[config.mk]
export PLATFORM = sky130hd
export DESIGN_NAME = llr_mac
export DESIGN_NICKNAME = d
export VERILOG_FILES = /design/src/design/llr_pkg.sv /design/src/design/llr_mac.sv
export SDC_FILE = /design/constraint.sdc
export NUM_CORES = 1
export LEC_CHECK = 0
export BUFFER_PORTS_ARGS = -buffer_cell sky130_fd_sc_hd__buf_2
export CAP_MARGIN = 20
export CELL_PAD_IN_SITES_DETAIL_PLACEMENT = 2
export CELL_PAD_IN_SITES_GLOBAL_PLACEMENT = 2
export CORE_MARGIN = 4
export CORE_UTILIZATION = 35
export CTS_CLUSTER_DIAMETER = 50
export DETAILED_ROUTE_END_ITERATION = 16
export PLACE_DENSITY = 0.85
export SETUP_SLACK_MARGIN = 0.4
export SYNTH_ARGS = -nofsm -noshare
export SYNTH_HDL_FRONTEND = slang
export SYNTH_SLANG_ARGS = --single-unit
[constraint.sdc]
create_clock -name i_clk -period 5.7 [get_ports i_clk]
set_input_delay 0.855 -clock i_clk [delete_from_list [all_inputs] [get_ports i_clk]]
set_output_delay 0.855 -clock i_clk [all_outputs]
set_load 0.01 [all_outputs]
[src/design/llr_pkg.sv]
`timescale 1ns / 1ps
// ----------------------------------------------------------------------------
// Lanczos line resampler package
// Field widths, fixed-point constants, codes and shared types.
// ----------------------------------------------------------------------------
package llr_pkg;

    // Default sizes of the stores.
    localparam int LINE_DEPTH_DEF = 1024;
    localparam int OUT_DEPTH_DEF  = 1024;
    localparam int MAX_TAPS_DEF   = 32;

    // Field widths.
    localparam int FUNC_W   = 2;
    localparam int IDX_W    = 15;
    localparam int SAMPLE_W = 8;
    localparam int COEF_W   = 24;
    localparam int START_W  = 10;
    localparam int CNT_W    = 6;
    localparam int POS_W    = 10;
    localparam int PIXEL_W  = 8;
    localparam int TPP_W    = 6;

    // Fixed-point arithmetic.
    localparam int ACC_W     = 32;
    localparam int FRAC_BITS = 32 - 8 - 2;
    localparam int PIXEL_MAX = 255;

    // Configuration port.
    localparam int PADDR_W = 3;
    localparam int PDATA_W = 32;
    localparam logic [TPP_W-1:0] TPP_RESET = 6'd7;
    localparam logic REG_TPP = 1'b0;

    typedef enum logic [FUNC_W-1:0] {
        FUNC_SAMPLE  = 2'd0,
        FUNC_COEF    = 2'd1,
        FUNC_BOUNDS  = 2'd2,
        FUNC_COMPUTE = 2'd3
    } t_func;

    typedef enum logic [3:0] {
        S_IDLE   = 4'b0001,
        S_BOUNDS = 4'b0010,
        S_TAPS   = 4'b0100,
        S_DRAIN  = 4'b1000
    } t_state;

    // Control from the sequencer to the multiply-accumulate unit.
    typedef struct packed {
        logic clear;
        logic tap_v;
    } t_mac_ctl;

endpackage

[src/design/llr_mac.sv]
`timescale 1ns / 1ps
// ----------------------------------------------------------------------------
// Lanczos line resampler: multiply-accumulate unit
// Registered sample-by-coefficient product, 32-bit wrapping accumulator and
// the final shift and clamp to a pixel.
// ----------------------------------------------------------------------------
module llr_mac
    import llr_pkg::*;
(
    input  logic                     i_clk,
    input  logic                     i_rst_n,
    input  t_mac_ctl                 i_ctl,
    input  logic [SAMPLE_W-1:0]      i_sample,
    input  logic signed [COEF_W-1:0] i_coef,
    output logic                     o_busy,
    output logic [PIXEL_W-1:0]       o_pixel
);

    localparam logic [ACC_W-1:0] ROUND = ACC_W'(1) << (FRAC_BITS - 1);
    localparam int HI = FRAC_BITS + PIXEL_W;

    logic signed [ACC_W-1:0] w_sample;
    logic signed [ACC_W-1:0] w_coef;
    logic signed [ACC_W-1:0] n_prod;
    logic signed [ACC_W-1:0] r_prod;
    logic                    r_prod_v;
    logic [ACC_W-1:0]        r_acc;
    logic [ACC_W-1:0]        n_acc;

    assign w_sample = ACC_W'($signed({1'b0, i_sample}));
    assign w_coef   = ACC_W'(i_coef);
    assign n_prod   = w_sample * w_coef;

    always_comb begin
        n_acc = r_acc;
        if (i_ctl.clear) begin
            n_acc = ROUND;
        end else if (r_prod_v) begin
            n_acc = r_acc + r_prod;
        end
    end

    always_ff @(posedge i_clk) begin
        if (!i_rst_n) begin
            r_prod_v <= 1'b0;
        end else begin
            r_prod_v <= i_ctl.tap_v;
        end
    end

    always_ff @(posedge i_clk) begin
        r_prod <= n_prod;
        r_acc  <= n_acc;
    end

    // A negative sum gives black; anything at or above 256 saturates to white.
    always_comb begin
        if (r_acc[ACC_W-1]) begin
            o_pixel = '0;
        end else if (|r_acc[ACC_W-2:HI]) begin
            o_pixel = PIXEL_W'(PIXEL_MAX);
        end else begin
            o_pixel = r_acc[HI-1:FRAC_BITS];
        end
    end

    assign o_busy = r_prod_v;

endmodule

# Yosys cells after proc, flatten, opt, wreduce, memory -nomap -nowiden
# Cells that the tools add are included.
[op_classes]
addsub = 1
n_mul = 1
muxes = 2
[ops]
columns = ["op", "count"]
rows = [
  ["32-bit adder", 1],
  ["9-bit by 24-bit multiplier with 32-bit output", 1],
  ["8-bit 2-to-1 mux", 2],
]
[word_totals]
regBits = 65
inputBits = 36
elab_cells = 7

# Logic depth before layout (Yosys ltp)
[depth]
word_depth = 2
depth_mapped = 20
depth_no_buf = 19

# Worst setup path after synthesis
# OpenSTA, ideal clock, no wires.
[synth_timing]
path_type = "in2reg"
start = "input port i_sample[0]"
end = "register r_prod[31]"
setup_time_ns = 0.123
arrival_ns = 5.380
required_time_ns = 5.577
slack_ns = 0.197
cell_stages = 19
path_buffers = 1
cell_sequence = "clkbuf_1 > nand2_1 > fa_1 > inv_1 > fa_1 > inv_1 > fa_1 > fa_1 > inv_1 > ha_1 > o21ai_0 > nor2_1 > o311a_1 > o41a_1 > nor2_2 > o21ai_2 > a221o_2 > a221oi_2 > xnor2_1"
[synth_via]
elab_chain_len = 1
[synth_lines]
columns = ["element", "line", "source"]
rows = [
  ["start: declaration", "llr_mac.sv:13", "input logic [SAMPLE_W-1:0] i_sample,"],
  ["9-bit by 24-bit multiplier with 32-bit output", "llr_mac.sv:32", "assign n_prod = w_sample * w_coef;"],
  ["via n_prod[31]", "llr_mac.sv:24", "logic signed [ACC_W-1:0] n_prod;"],
  ["end signal: assignment", "llr_mac.sv:52", "r_prod <= n_prod;"],
  ["end: declaration", "llr_mac.sv:25", "logic signed [ACC_W-1:0] r_prod;"],
]
# The timed path passes the listed nets, and every way through them passes these cells.
# A chain may end at the register's enable or synchronous reset.

# Final worst setup path
[layout_timing]
start = "input port i_sample[0]"
end = "register r_prod[17]"
# Same word-level chain as after synthesis.

==> impl_metrics.json <==
{
  "area.growth.synth_to_final_pct": 17.8,
  "clockRootBuffer": "clkbuf_16",
  "cts_hold_buf": 0,
  "holdPathStages": 2,
  "p_total_mw": 7.12,
  "fin_ws_ps": 368,
  "firstDrtPassIters": 4,
  "gp_congestion": 0.813,
  "layout_common_cells": "178 x inv_1, 143 x fa_1, 115 x nand2_1",
  "worst_slew_pin_slew_ps": 696,
  "fillers": 3033,
  "crit_path_frequent_cell": "fa_1",
  "grt_pass1_vias": 10205,
  "fin_area_mm2": 0.0117,
  "fp.coreArea_mm2": 0.0279,
  "crit_start": "i_sample[0]",
  "yosysSeqAreaShare_pct": 13.1,
  "regArea_mm2": 0.00130,
  "drt_iter0_drc": 396,
  "synthFlopType": "dfxtp_1",
  "cts_max_level": 3,
  "report.final.setup_viol": 0,
  "worst-path-max-fanout": 12,
  "p_leak_nw": 5.76,
  "cap_violations": 0,
  "die-area_mm2": 0.0311,
  "status": "finished, final reports clean",
  "max_freq_mhz": 188,
  "post-route-util_pct": 42.0,
  "r2r_cells": 12,
  "power_density_mw_per_mm2": 609,
  "num_rows": 61,
  "slew_headroom_pct": 53.6,
  "ff2ff_setup_slack_ps": 2140,
  "nets": 1498,
  "cts.sinks": 65,
  "setup_tns_ps": 0,
  "synthAdderAreaFrac_pct": 41.9,
  "yosys_register_bits": 65,
  "route.detailed.drc": 0,
  "dpl-instance-area_mm2": 0.0108,
  "async_reset_ff_share_pct": 0,
  "r2r_start": "r_acc[0]",
  "yosys.area_share.xor_xnor_pct": 4.85,
  "synth_warnings": 0,
  "r2r_end": "r_acc[28]",
  "clkLatencyLatePin_ps": 340,
  "cpMaxStageDelayCell": "fa_1",
  "vias": 8588,
  "end_kind": "flop",
  "cts_tree": "done",
  "period_share_pct": 93.5,
  "synth-edff-count": 0,
  "grt-ovfl-total": 0,
  "ys_types": 59,
  "clock_skew_ps": 8.70,
  "muxShareOfSynthArea_pct": 2.32,
  "min_to": "r_acc[17]",
  "fin_crit_ps": 5330,
  "io_buffer_count": 44,
  "synth_top_family_by_area": "adder cells",
  "cts_buffer_depth": 2,
  "crit_family": "adder cells",
  "diodes": 0,
  "drive_gt1_share_pct": 15.4,
  "chipHeight_um": 176,
  "hold_class": "flop to flop",
  "die_width_um": 176,
  "yosys.area_share.simple_pct": 17.9,
  "ioPinCount": 45,
  "ant_nets": 0,
  "netlist_area_mm2": 0.00993,
  "crit_type": "input port to flop",
  "clk_pin_slew_ps": 60,
  "crit_chain": "buf_12 > nand2_4 > fa_1 > inv_1 > fa_1 > inv_2 > fa_1 > fa_1 > inv_2 > ha_4 > o21ai_1 > nor2_1 > o311a_1 > buf_4 > buf_4 > or2_2 > nor3_1 > nor2_1 > a21o_1 > a21oi_1 > xnor2_1",
  "maxSlewViolCount": 0,
  "worstSetupStartpointType": "input port",
  "start_util_pct": 35.7,
  "max_stage_delay_ps": 550,
  "numCtsBuffers": 9,
  "layout_commonest_cell": "inv_1",
  "cp.arrival_ps": 5590,
  "ir_drop_v": 0.000251,
  "grt_usage_pct": 23.5,
  "cp_data_required_time_ps": 5960,
  "antenna_found_initial": 0,
  "wl_per_cell_um": 24.1,
  "netlist_instances": 1147,
  "path_depth": 21,
  "dp_slack_ps": -438,
  "multi_input_area_mm2": 0.00813,
  "synth_compound_area_share_pct": 11.7,
  "hold_viol": 0,
  "synth_nets": 1426,
  "grt_pass1_wl_mm": 57.6,
  "vias_per_cell": 5.36,
  "finalWirelength_mm": 38.7,
  "grt_max_degree": 42,
  "timing.critical_path.buf_inv": 6,
  "avgSynthCellArea_um2": 8.66,
  "rsz0062_at_grt": "true",
  "post-dp-hpwl_mm": 28.0,
  "hp-start": "r_acc[17]"
}
==> per-stage QoR <==
stage | hold slack, ps | cells
final | 497 | 1602
after global routing | 534 | 1602
after CTS | 501 | 1592
after detailed placement | 489 | 1569
after global placement | 477 | 1569
after floorplan | 451 | 1147
==> cell families after synthesis <==
kind of cell,Yosys count
XOR/XNOR,55
buffers and inverters,220
multiplexers,23
AND/OR/NAND/NOR,366
adder cells (fa/ha/maj),243
flip-flops,65
AO/OA/AOI/OAI,175
==> cells in the mapped netlist (6+ instances only) <==
library cell | n | area share (%)
o21ai_0 | 33 | 1.7
a21oi_1 | 47 | 2.4
nor2_1 | 70 | 2.6
dfxtp_1 | 65 | 13
nand3_1 | 14 | 0.71
nand2b_1 | 12 | 0.76
xnor2_1 | 40 | 3.5
fa_1 | 149 | 30
o21bai_1 | 9 | 0.68
ha_1 | 94 | 12
a31oi_1 | 6 | 0.38
mux2i_1 | 23 | 2.3
xor2_1 | 15 | 1.3
and2_1 | 97 | 6.1
a21o_1 | 24 | 1.8
clkbuf_1 | 31 | 1.2
nor2b_1 | 9 | 0.57
nand2_1 | 130 | 4.9
a211oi_1 | 11 | 0.83
o21a_1 | 7 | 0.53
nor3_1 | 6 | 0.30
nand4_1 | 10 | 0.63
inv_1 | 186 | 7.0
==> metal layers <==
layer | wire [um] | track usage, % | vias to the layer above
met5 | 0 | 0 | -
met3 | 1120 | 2.53 | 103
met4 | 1490 | 8.32 | 0
met1 | 15300 | 27.7 | 4473
met2 | 20800 | 44.0 | 201
li1 | - | - | 3811
==> worst min-delay path, cell delays in order, from the launching register on <==
cell and delay, ps:
dfxtp_1 310, nor2_1 80, a311oi_1 50
==> timing repair <==
action | 4_1_cts | 5_1_grt
pin swaps | 20 | 49
buffers inserted | 7 | 9
gates resized for setup | 57 | 79
endpoints found under the setup margin | 8 | 8
==> sequential cells by signal, indices dropped and copies added, names as in the netlist <==
signal,flops
o_busy,1
r_acc,32
r_prod,32
==> how the worst max path moves through the flow <==
stage / slack, ps / endpoint
floorplan: 350 / r_prod[31]
global placement: 50 / r_prod[31]
detailed placement: -440 / r_prod[28]
CTS: 330 / r_prod[31]
global route: 260 / r_prod[17]
finish: 370 / r_prod[17]
==> area by class of cell <==
class	count	area share (%)
multi-input combinational	862	69.5
clock inverter	6	0.578
timing repair buffer	95	6.71
clock buffer	10	2.04
sequential	65	11.1
tap	378	4.04
inverter	186	5.97
==> power by group <==
part | total [mW] | switching (mW) | internal [mW]
logic | 5.76 | 3.34 | 2.42
registers | 0.794 | 0.125 | 0.670
clock network | 0.570 | 0.219 | 0.351
Power figures use the tool's default switching activity.
